===== src/uer_pkg.sv =====
// Package of shared types and constants for the ultrasonic echo ranger.
package uer_pkg;

    localparam int unsigned CountWidth = 16;
    localparam int unsigned DistWidth  = 11;
    localparam int unsigned StatWidth  = 2;
    localparam int unsigned PhaseWidth = 2;
    localparam int unsigned ScaleWidth = 15;
    localparam int unsigned ProdWidth  = CountWidth + ScaleWidth;
    localparam int unsigned FracBits   = 20;

    // Centimetres per microsecond tick, 0.01715 in Q0.20, truncated.
    localparam logic [ScaleWidth-1:0] CM_PER_TICK_Q20 = 15'd17983;

    localparam logic [PhaseWidth-1:0] PH_IDLE = 2'd0;
    localparam logic [PhaseWidth-1:0] PH_TRIG = 2'd1;
    localparam logic [PhaseWidth-1:0] PH_WAIT = 2'd2;
    localparam logic [PhaseWidth-1:0] PH_MEAS = 2'd3;

    localparam logic [StatWidth-1:0] ST_OK        = 2'd0;
    localparam logic [StatWidth-1:0] ST_NO_RISE   = 2'd1;
    localparam logic [StatWidth-1:0] ST_LONG_ECHO = 2'd2;

    localparam logic REG_TRIGGER_TICKS = 1'b0;
    localparam logic REG_TIMEOUT_TICKS = 1'b1;

    localparam logic [CountWidth-1:0] TRIGGER_TICKS_RESET = 16'd1000;
    localparam logic [CountWidth-1:0] TIMEOUT_TICKS_RESET = 16'd20000;

    typedef struct packed {
        logic [PhaseWidth-1:0] phase;
        logic [CountWidth-1:0] tick_count;
    } ranger_state_t;

    typedef struct packed {
        logic [CountWidth-1:0] trigger_ticks;
        logic [CountWidth-1:0] timeout_ticks;
    } ranger_cfg_t;

    typedef struct packed {
        logic                 trigger_level;
        logic                 busy_res;
        logic                 done_res;
        logic [DistWidth-1:0] distance;
        logic [StatWidth-1:0] status;
    } ranger_result_t;

endpackage


===== src/uer_cfg.sv =====
// APB-style configuration registers of the ultrasonic echo ranger.
module uer_cfg (
    input  logic               aclk,
    input  logic               aresetn,
    input  logic               psel,
    input  logic               penable,
    input  logic               pwrite,
    input  logic [2:0]         paddr,
    input  logic [31:0]        pwdata,
    output logic [31:0]        prdata,
    output logic               pready,
    output uer_pkg::ranger_cfg_t cfg
);

    logic [uer_pkg::CountWidth-1:0] trigger_ticks_reg, trigger_ticks_next;
    logic [uer_pkg::CountWidth-1:0] timeout_ticks_reg, timeout_ticks_next;
    logic                           wr_en;

    assign pready = 1'b1;
    assign wr_en  = psel && penable && pwrite;

    always_comb begin
        trigger_ticks_next = trigger_ticks_reg;
        timeout_ticks_next = timeout_ticks_reg;
        if (wr_en) begin
            case (paddr[2])
                uer_pkg::REG_TRIGGER_TICKS: trigger_ticks_next = pwdata[15:0];
                uer_pkg::REG_TIMEOUT_TICKS: timeout_ticks_next = pwdata[15:0];
                default: ;
            endcase
        end
    end

    always_ff @(posedge aclk) begin
        if (!aresetn) begin
            trigger_ticks_reg <= uer_pkg::TRIGGER_TICKS_RESET;
            timeout_ticks_reg <= uer_pkg::TIMEOUT_TICKS_RESET;
        end else begin
            trigger_ticks_reg <= trigger_ticks_next;
            timeout_ticks_reg <= timeout_ticks_next;
        end
    end

    always_comb begin
        case (paddr[2])
            uer_pkg::REG_TRIGGER_TICKS: prdata = {16'd0, trigger_ticks_reg};
            uer_pkg::REG_TIMEOUT_TICKS: prdata = {16'd0, timeout_ticks_reg};
            default:                    prdata = 32'd0;
        endcase
    end

    assign cfg.trigger_ticks = trigger_ticks_reg;
    assign cfg.timeout_ticks = timeout_ticks_reg;

endmodule


===== src/uer_step.sv =====
// Per-tick phase logic: next state and result of one tick of the ranger.
module uer_step (
    input  uer_pkg::ranger_state_t  state,
    input  uer_pkg::ranger_cfg_t    cfg,
    input  logic                    start_req,
    input  logic                    echo_level,
    output uer_pkg::ranger_state_t  state_next,
    output uer_pkg::ranger_result_t result
);

    logic [uer_pkg::CountWidth-1:0] count_inc;
    logic [uer_pkg::ProdWidth-1:0]  product;

    assign count_inc = state.tick_count + 16'd1;
    assign product   = uer_pkg::ProdWidth'(state.tick_count) *
                       uer_pkg::ProdWidth'(uer_pkg::CM_PER_TICK_Q20);

    always_comb begin
        state_next           = state;
        result.trigger_level = 1'b0;
        result.busy_res      = 1'b0;
        result.done_res      = 1'b0;
        result.distance      = '0;
        result.status        = uer_pkg::ST_OK;
        case (state.phase)
            uer_pkg::PH_IDLE: begin
                if (start_req) begin
                    result.trigger_level = 1'b1;
                    result.busy_res      = 1'b1;
                    if (16'd1 >= cfg.trigger_ticks) begin
                        state_next.phase      = uer_pkg::PH_WAIT;
                        state_next.tick_count = '0;
                    end else begin
                        state_next.phase      = uer_pkg::PH_TRIG;
                        state_next.tick_count = 16'd1;
                    end
                end
            end
            uer_pkg::PH_TRIG: begin
                result.trigger_level = 1'b1;
                result.busy_res      = 1'b1;
                if (count_inc >= cfg.trigger_ticks) begin
                    state_next.phase      = uer_pkg::PH_WAIT;
                    state_next.tick_count = '0;
                end else begin
                    state_next.tick_count = count_inc;
                end
            end
            uer_pkg::PH_WAIT: begin
                if (echo_level) begin
                    // The rise tick already counts as one tick of pulse.
                    if (16'd1 >= cfg.timeout_ticks) begin
                        result.done_res       = 1'b1;
                        result.status         = uer_pkg::ST_LONG_ECHO;
                        state_next.phase      = uer_pkg::PH_IDLE;
                        state_next.tick_count = '0;
                    end else begin
                        result.busy_res       = 1'b1;
                        state_next.phase      = uer_pkg::PH_MEAS;
                        state_next.tick_count = 16'd1;
                    end
                end else if (count_inc >= cfg.timeout_ticks) begin
                    result.done_res       = 1'b1;
                    result.status         = uer_pkg::ST_NO_RISE;
                    state_next.phase      = uer_pkg::PH_IDLE;
                    state_next.tick_count = '0;
                end else begin
                    result.busy_res       = 1'b1;
                    state_next.tick_count = count_inc;
                end
            end
            uer_pkg::PH_MEAS: begin
                if (echo_level) begin
                    if (count_inc >= cfg.timeout_ticks) begin
                        result.done_res       = 1'b1;
                        result.status         = uer_pkg::ST_LONG_ECHO;
                        state_next.phase      = uer_pkg::PH_IDLE;
                        state_next.tick_count = '0;
                    end else begin
                        result.busy_res       = 1'b1;
                        state_next.tick_count = count_inc;
                    end
                end else begin
                    result.done_res       = 1'b1;
                    result.distance       =
                        product[uer_pkg::FracBits +: uer_pkg::DistWidth];
                    state_next.phase      = uer_pkg::PH_IDLE;
                    state_next.tick_count = '0;
                end
            end
            default: ;
        endcase
    end

endmodule


===== src/ultrasonic_echo_ranger_top.sv =====
// Top level of the ultrasonic echo ranger: input register, phase logic, result register.
//
//  channel   direction  handshake           payload
//  s_        in         s_valid / s_ready   s_start_req, s_echo_level
//  m_        out        m_valid / m_ready   trigger, busy, done, distance, status
//  apb       in         psel / penable      paddr, pwdata, prdata
//
// One transaction is taken every cycle while s_ready is high; its result passes through the
// input register and then the result register before it is offered on m_.
// The input register and the result register form a two-stage pipeline, and the phase
// and tick count update once per transaction as it moves into the result register.
// Reset returns the ranger to idle with a zero tick count and reset register values.
// A stall on m_ready holds the result and lets one more transaction wait in the input stage.
module ultrasonic_echo_ranger_top (
    input  logic        aclk,
    input  logic        aresetn,
    input  logic        s_valid,
    output logic        s_ready,
    input  logic        s_start_req,
    input  logic        s_echo_level,
    output logic        m_valid,
    input  logic        m_ready,
    output logic        m_trigger_level,
    output logic        m_busy_res,
    output logic        m_done_res,
    output logic [10:0] m_distance,
    output logic [1:0]  m_status,
    input  logic        psel,
    input  logic        penable,
    input  logic        pwrite,
    input  logic [2:0]  paddr,
    input  logic [31:0] pwdata,
    output logic [31:0] prdata,
    output logic        pready
);

    uer_pkg::ranger_cfg_t    cfg;
    uer_pkg::ranger_state_t  state_reg, state_next;
    uer_pkg::ranger_result_t step_result;
    uer_pkg::ranger_result_t result_reg;

    logic in_valid_reg, in_valid_next;
    logic in_start_reg, in_echo_reg;
    logic out_valid_reg, out_valid_next;
    logic out_free, fire, s_take;

    uer_cfg u_cfg (
        .aclk    (aclk),
        .aresetn (aresetn),
        .psel    (psel),
        .penable (penable),
        .pwrite  (pwrite),
        .paddr   (paddr),
        .pwdata  (pwdata),
        .prdata  (prdata),
        .pready  (pready),
        .cfg     (cfg)
    );

    uer_step u_step (
        .state      (state_reg),
        .cfg        (cfg),
        .start_req  (in_start_reg),
        .echo_level (in_echo_reg),
        .state_next (state_next),
        .result     (step_result)
    );

    assign out_free = !out_valid_reg || m_ready;
    assign fire     = in_valid_reg && out_free;
    assign s_ready  = !in_valid_reg || out_free;
    assign s_take   = s_valid && s_ready;

    always_comb begin
        in_valid_next = in_valid_reg;
        if (s_take) begin
            in_valid_next = 1'b1;
        end else if (fire) begin
            in_valid_next = 1'b0;
        end
        out_valid_next = out_free ? in_valid_reg : out_valid_reg;
    end

    always_ff @(posedge aclk) begin
        if (!aresetn) begin
            in_valid_reg         <= 1'b0;
            out_valid_reg        <= 1'b0;
            state_reg.phase      <= uer_pkg::PH_IDLE;
            state_reg.tick_count <= '0;
        end else begin
            in_valid_reg  <= in_valid_next;
            out_valid_reg <= out_valid_next;
            if (fire) begin
                state_reg <= state_next;
            end
        end
    end

    always_ff @(posedge aclk) begin
        if (s_take) begin
            in_start_reg <= s_start_req;
            in_echo_reg  <= s_echo_level;
        end
        if (fire) begin
            result_reg <= step_result;
        end
    end

    assign m_valid         = out_valid_reg;
    assign m_trigger_level = result_reg.trigger_level;
    assign m_busy_res      = result_reg.busy_res;
    assign m_done_res      = result_reg.done_res;
    assign m_distance      = result_reg.distance;
    assign m_status        = result_reg.status;

`ifndef SYNTHESIS
    // A finished measurement is never reported as still busy.
    a_done_not_busy: assert property (@(posedge aclk) disable iff (!aresetn)
        m_valid && m_done_res |-> !m_busy_res)
        else $error("done and busy both set");

    // A non-zero distance only comes with a successful finish.
    a_distance_on_ok: assert property (@(posedge aclk) disable iff (!aresetn)
        m_valid && (m_distance != 11'd0) |-> m_done_res && (m_status == uer_pkg::ST_OK))
        else $error("distance outside an ok finish");

    // A timeout status is only reported on a done tick.
    a_status_on_done: assert property (@(posedge aclk) disable iff (!aresetn)
        m_valid && (m_status != uer_pkg::ST_OK) |-> m_done_res)
        else $error("status without done");

    // The tick counter is clear whenever the ranger is idle.
    a_idle_count_zero: assert property (@(posedge aclk) disable iff (!aresetn)
        state_reg.phase == uer_pkg::PH_IDLE |-> state_reg.tick_count == '0)
        else $error("tick count not clear in idle");

    // The ranger state moves only when a transaction passes into the result register.
    a_state_holds: assert property (@(posedge aclk) disable iff (!aresetn)
        !fire |=> $stable(state_reg))
        else $error("state changed without a transaction");
`endif

endmodule

===== config.mk =====
export PLATFORM = sky130hd
export DESIGN_NAME = ultrasonic_echo_ranger_top
export DESIGN_NICKNAME = d
export VERILOG_FILES = /design/src/uer_pkg.sv /design/src/uer_cfg.sv /design/src/uer_step.sv /design/src/ultrasonic_echo_ranger_top.sv
export SDC_FILE = /design/constraint.sdc
export NUM_CORES = 1
export LEC_CHECK = 0
export BUFFER_PORTS_ARGS = -buffer_cell sky130_fd_sc_hd__buf_2
export CAP_MARGIN = 10
export CORE_ASPECT_RATIO = 1.4
export CORE_MARGIN = 2
export CORE_UTILIZATION = 53
export CTS_BUF_LIST = sky130_fd_sc_hd__clkbuf_16
export CTS_CLUSTER_DIAMETER = 100
export CTS_CLUSTER_SIZE = 40
export DETAILED_ROUTE_END_ITERATION = 6
export MAX_ROUTING_LAYER = met4
export PLACE_DENSITY = 0.81
export SLEW_MARGIN = 20
export SYNTH_ARGS = -nofsm -noshare
export SYNTH_HDL_FRONTEND = slang
export SYNTH_HIERARCHICAL = 1
export SYNTH_SLANG_ARGS = --single-unit
export TNS_END_PERCENT = 20

===== constraint.sdc =====
create_clock -name aclk -period 7.9 [get_ports aclk]
set_clock_uncertainty 0.15 [all_clocks]
set_input_delay 0.395 -clock aclk [delete_from_list [all_inputs] [get_ports aclk]]
set_output_delay 0.395 -clock aclk [all_outputs]
set_load 0.01 [all_outputs]

-- After elaboration in Yosys (flattened, before gate mapping)
Cells that the tools add are included.
- register bits after elaboration: 70
- output and inout port bits: 51
- word-level logic and storage cells: 71
- bits of input ports: 44
- multiply operators: 1
- bitwise gates (word level): 2
- order comparisons: 4
- $add $sub $neg: 1
- muxes and demuxes: 30
- reductions and logical operators: 15
- equal/unequal tests: 5
- operator list (kind ; number):
    2-to-1 mux 18 bit ; 5
    one-hot mux 18 bit (4 select lines) ; 1
    one-hot mux 32 bit (2 select lines) ; 1
    >= comparator 1 x 16 -> 1 bit (first input constant) ; 2
    >= comparator 16 bit ; 2
    2-to-1 mux 16 bit ; 2
    multiplier 16 x 15 -> 31 bit (second input constant) ; 1
    adder 16 x 1 -> 16 bit (second input constant) ; 1
    2-to-1 mux 2 bit ; 8
    2-to-1 mux 1 bit ; 9
    AND reduction 2 bit ; 3
    == test 2 bit (second input constant) ; 2
    logical AND 1 bit ; 4
    one-hot mux 1 bit (2 select lines) ; 2
    one-hot mux 1 bit (4 select lines) ; 1
    one-hot mux 2 bit (2 select lines) ; 1
    AND reduction 3 bit ; 1
    == test 2 x 1 -> 1 bit (second input constant) ; 1
    logical NOT 1 bit ; 2
    logical NOT 2 bit ; 1
    logical OR 1 bit ; 2
    inequality test 2 x 1 -> 1 bit (second input constant) ; 1
    inequality test 2 bit (second input constant) ; 1
    inverter 1 bit ; 2
    other kinds (2) ; 2

-- Longest topological paths before layout
- depth after elaboration: 5
- gate-level depth with buffers: 19
- gate-level depth less buffers: 19

-- Modules after synthesis
Netlist, hierarchy kept.
- by module, submodules not included (module ; area an instance (sq um) ; cells an instance ; seq. area each (sq um) ; times used):
    uer_step ; 6075.8 ; 746 ; 0.0 ; 1
    uer_cfg ; 1629.1 ; 168 ; 640.6 ; 1
    ultrasonic_echo_ranger_top ; 1357.6 ; 105 ; 940.9 ; 1

-- Worst setup path after synthesis
No wires, ideal clock.
- kind: register to register
- start: reg state_reg[12] in the netlist's numbering
- end: reg result_reg (netlist bit m_distance[2]) (data pin)
- arrival time: 4.975 ns
- slack: 2.512 ns
- cell stages (with the launch flop): 20
- data required time: 7.487 ns
- clock period less this slack: 5.388 ns
- path buffers: 0
- path through: dfxtp_1 fa_1 inv_1 fa_1 inv_1 ha_1 inv_1 fa_1 inv_1 fa_1 inv_1 fa_1 inv_1 ha_1 nand4_1 nor3_1 a31oi_1 a21o_1 o21ai_0 mux2i_1
- word-level cells in the longest chain between the ends: 1
- ends and longest elaborated chain (item ; line ; text):
    start: declaration ; ultrasonic_echo_ranger_top.sv:38 ; uer_pkg::ranger_state_t state_reg, state_next;
    start signal: assignment ; ultrasonic_echo_ranger_top.sv:94 ; state_reg <= state_next;
    multiplier 16 x 15 -> 31 bit ; uer_step.sv:15 ; assign product = uer_pkg::ProdWidth'(state.tick_count) *
    end signal: assignment ; ultrasonic_echo_ranger_top.sv:105 ; result_reg <= step_result;
    end: declaration ; ultrasonic_echo_ranger_top.sv:40 ; uer_pkg::ranger_result_t result_reg;
Every way passes these cells.
A chain may end at the register's enable or synchronous reset.

-- Worst setup path in the final report
- start: reg state_reg[12] in the netlist's numbering
- end: reg result_reg (netlist bit m_distance[10]) (data pin)
The elaborated chain is that of the path after synthesis.

==> impl_metrics.py <==
metrics = {
    "cts": {
        "htree_levels": 3,
        "clk_pin_slew_ns": 0.06,
        "cts_root_buf": "clkbuf_16",
        "cts_tree": "built",
        "cts.sinks": 70,
        "post_cts_buffers": 0,
        "insertion_delay_ns": 0.35,
        "cts_buffer_depth": 2,
        "cts_hold_buf": 0,
        "cts-resized-gates": 0,
        "cts_buffers": 9,
    },
    "detailed_routing": {
        "avgRoutedWirePerCell_um": 16.1,
        "route.detailed.drc": 0,
        "antenna_left": 0,
        "first_iter_violations": 479,
        "vias": 7142,
        "drt-total-wl_um": 20500,
        "dr.pass1.iters": 5,
        "viasPerCell": 5.61,
    },
    "layout": {
        "layout-drive-gt1-share_pct": 11.7,
        "largest_reg_flops": 18,
        "n_fill_cell": 1422,
        "antenna_cells": 0,
        "nNetsFinal": 1331,
        "utilization_pct": 57.8,
        "syn_to_final_growth_pct": 6.89,
    },
    "die": {
        "io_pins": 95,
        "die_area_um2": 18200,
        "core_area_um2": 16700,
        "start_util_pct": 54.1,
        "num_rows": 56,
        "die_w_um": 115,
        "fp.dieH_um": 159,
    },
    "place": {
        "gp_congestion": 0.921,
        "io_buffers": 59,
        "hpwl_um": 16500,
    },
    "timing": {
        "rsz0062_at_grt": "false",
        "setup_viol": 0,
        "final.setup.tns_ns": 0,
        "hold_viol": 0,
        "post-route-min-period_ns": 6.04,
        "tightest_slew_ns": 1.02,
        "maxSlewHeadroom_pct": 31.7,
        "report.final.slew_viol_count": 0,
        "period_share_pct": 76.5,
        "fmax_mhz": 166,
    },
    "synth": {
        "ys.flop_type": "dfxtp_1",
        "synth.distinct_cells": 67,
        "synth_top_area_share_pct": 20.6,
        "yosys.area.top_type": "ha_1",
        "synthArstFlopShare_pct": 0,
        "synth_area_um2": 9060,
        "yosys-top-cells-count": "inv_1 (206), ha_1 (149), nand2_1 (128), fa_1 (73), mux2i_1 (56)",
        "synth_edf_count": 18,
        "netlist_instances": 1019,
        "synth_area_leaders": "ha_1 (21%), fa_1 (16%), dfxtp_1 (11%)",
        "yosys_warnings": 6,
        "synth.ff_latch_count": 70,
        "ys_seq_area_share_pct": 17.5,
        "syn_area_per_cell_um2": 8.89,
        "yosysMostFrequentCell": "inv_1",
    },
    "global_routing": {
        "antenna_found_initial": 0,
        "grt_remaining_overflow": 0,
        "grt_pass1_wl_um": 34500,
        "grt_max_degree": 94,
        "grt_pass1_vias": 7326,
        "gr-usage-all-layers_pct": 24.5,
    },
    "flow_run": {
        "drv_cap": 0,
    },
    "setup_path": {
        "required_ns": 7.83,
        "criticalPathCategory": "register to register",
        "start_kind": "register",
        "worst-path-max-fanout": 9,
        "cp.arrival_ns": 5.97,
        "end_kind": "register",
    },
    "outcome": {
        "status": "finished clean",
    },
    "pwr": {
        "peakVddDrop_uv": 77.7,
        "powerDensity_nw_per_um2": 89.2,
        "leakage_nw": 5.03,
    },
    "min_path": {
        "min_path_type": "input pin to register",
    },
}
worst max-delay path: stages, from the launching register on:
cell	delay, ns
dfxtp_1	0.47
fa_1	0.68
inv_1	0.09
fa_1	0.55
inv_1	0.06
ha_1	0.27
inv_1	0.05
fa_1	0.49
inv_1	0.07
fa_1	0.53
inv_1	0.05
fa_1	0.51
inv_1	0.05
ha_1	0.30
nand4_1	0.18
nor3_1	0.43
a31oi_1	0.26
a211oi_1	0.37
o21a_1	0.18
nor3_1	0.04
cell families (layout without fill, tap and decap cells):
logic type | after synthesis | in the layout | synth area share (%)
and+or+nand+nor | 243 | 243 | 13.0
adders and majority gates | 222 | 222 | 36.7
AOI/OAI and AO/OA | 150 | 150 | 11.7
buffers and inverters | 248 | 284 | 11.7
muxes | 72 | 72 | 8.17
other | 2 | 17 | 0.0829
xor gates and xnor gates | 12 | 12 | 1.16
DFF | 70 | 70 | 17.5
final timing paths:
path | from | to | slack [ns] | depth (start not counted)
worst max-delay path | state_reg[12]$_SDFFE_PN0P_ | m_distance[10]$_DFFE_PP_ | 1.86 | 19
worst min-delay path | s_start_req | in_start_reg$_DFFE_PP_ | 0.07 | 1
worst max register to register | state_reg[12]$_SDFFE_PN0P_ | m_distance[10]$_DFFE_PP_ | 1.86 | 19
worst min register to register | u_cfg/trigger_ticks_reg[4]$_SDFFE_PN0P_ | u_cfg/trigger_ticks_reg[4]$_SDFFE_PN0P_ | 0.33 | 2
metal layers:
metal / global-route usage (%) / share of wire, %
met3: 3.47 / 3.4
met1: 26.4 / 39
met4: 12.8 / 5.2
met5: - / 0
met2: 42.9 / 52
layout make-up:
type | instances | area (um^2) | area share, %
repair buffers | 62 | 318 | 3.28
multi-input cells | 716 | 6490 | 67.0
inverters | 206 | 773 | 7.98
clock inverters | 7 | 48.8 | 0.504
clock buffers | 9 | 225 | 2.32
flip-flops and latches | 70 | 1580 | 16.3
well taps | 203 | 254 | 2.62
per-stage QoR:
stage | setup slack [ns] | power, mW | std cells | hold WS [ns] | instance area, um^2
after floorplan | 2.51 | 0.466 | 1034 | 0.284 | 9120
after global placement | 2.05 | 0.484 | 1257 | 0.325 | 9410
after detailed placement | 1.90 | 0.486 | 1257 | 0.331 | 9410
after CTS | 1.86 | 0.875 | 1273 | 0.0566 | 9680
after global routing | 1.56 | 0.899 | 1273 | 0.0643 | 9690
final | 1.86 | 0.864 | 1273 | 0.0700 | 9690
where the power goes:
group	switching (mW)	leakage [nW]	total, mW	internal (mW)
registers	0.0103	0.585	0.387	0.377
clock network	0.172	0.130	0.385	0.213
logic	0.0546	4.31	0.0919	0.0373
layout by cell type (no fill, tap or decap), types with 5 or more instances in the layout:
master,Yosys,final
a211oi_1,5,5
a21o_1,8,8
a21oi_1,41,41
a31oi_1,5,5
and4_1,6,6
buf_2,7,59
clkbuf_16,0,9
conb_1,2,17
dfxtp_1,52,52
edfxtp_1,18,18
fa_1,73,73
ha_1,149,149
inv_1,206,207
mux2_2,16,16
mux2i_1,56,56
nand2_1,128,128
nand3_1,13,13
nand4_1,10,10
nor2_1,12,12
nor2b_1,25,25
nor3_1,15,15
nor4_1,7,7
o211ai_1,5,5
o21ai_0,31,31
o21ai_2,10,10
o21bai_1,5,5
or2_2,9,9
xnor2_1,9,9
No activity file was read; power rests on OpenSTA's default activity.
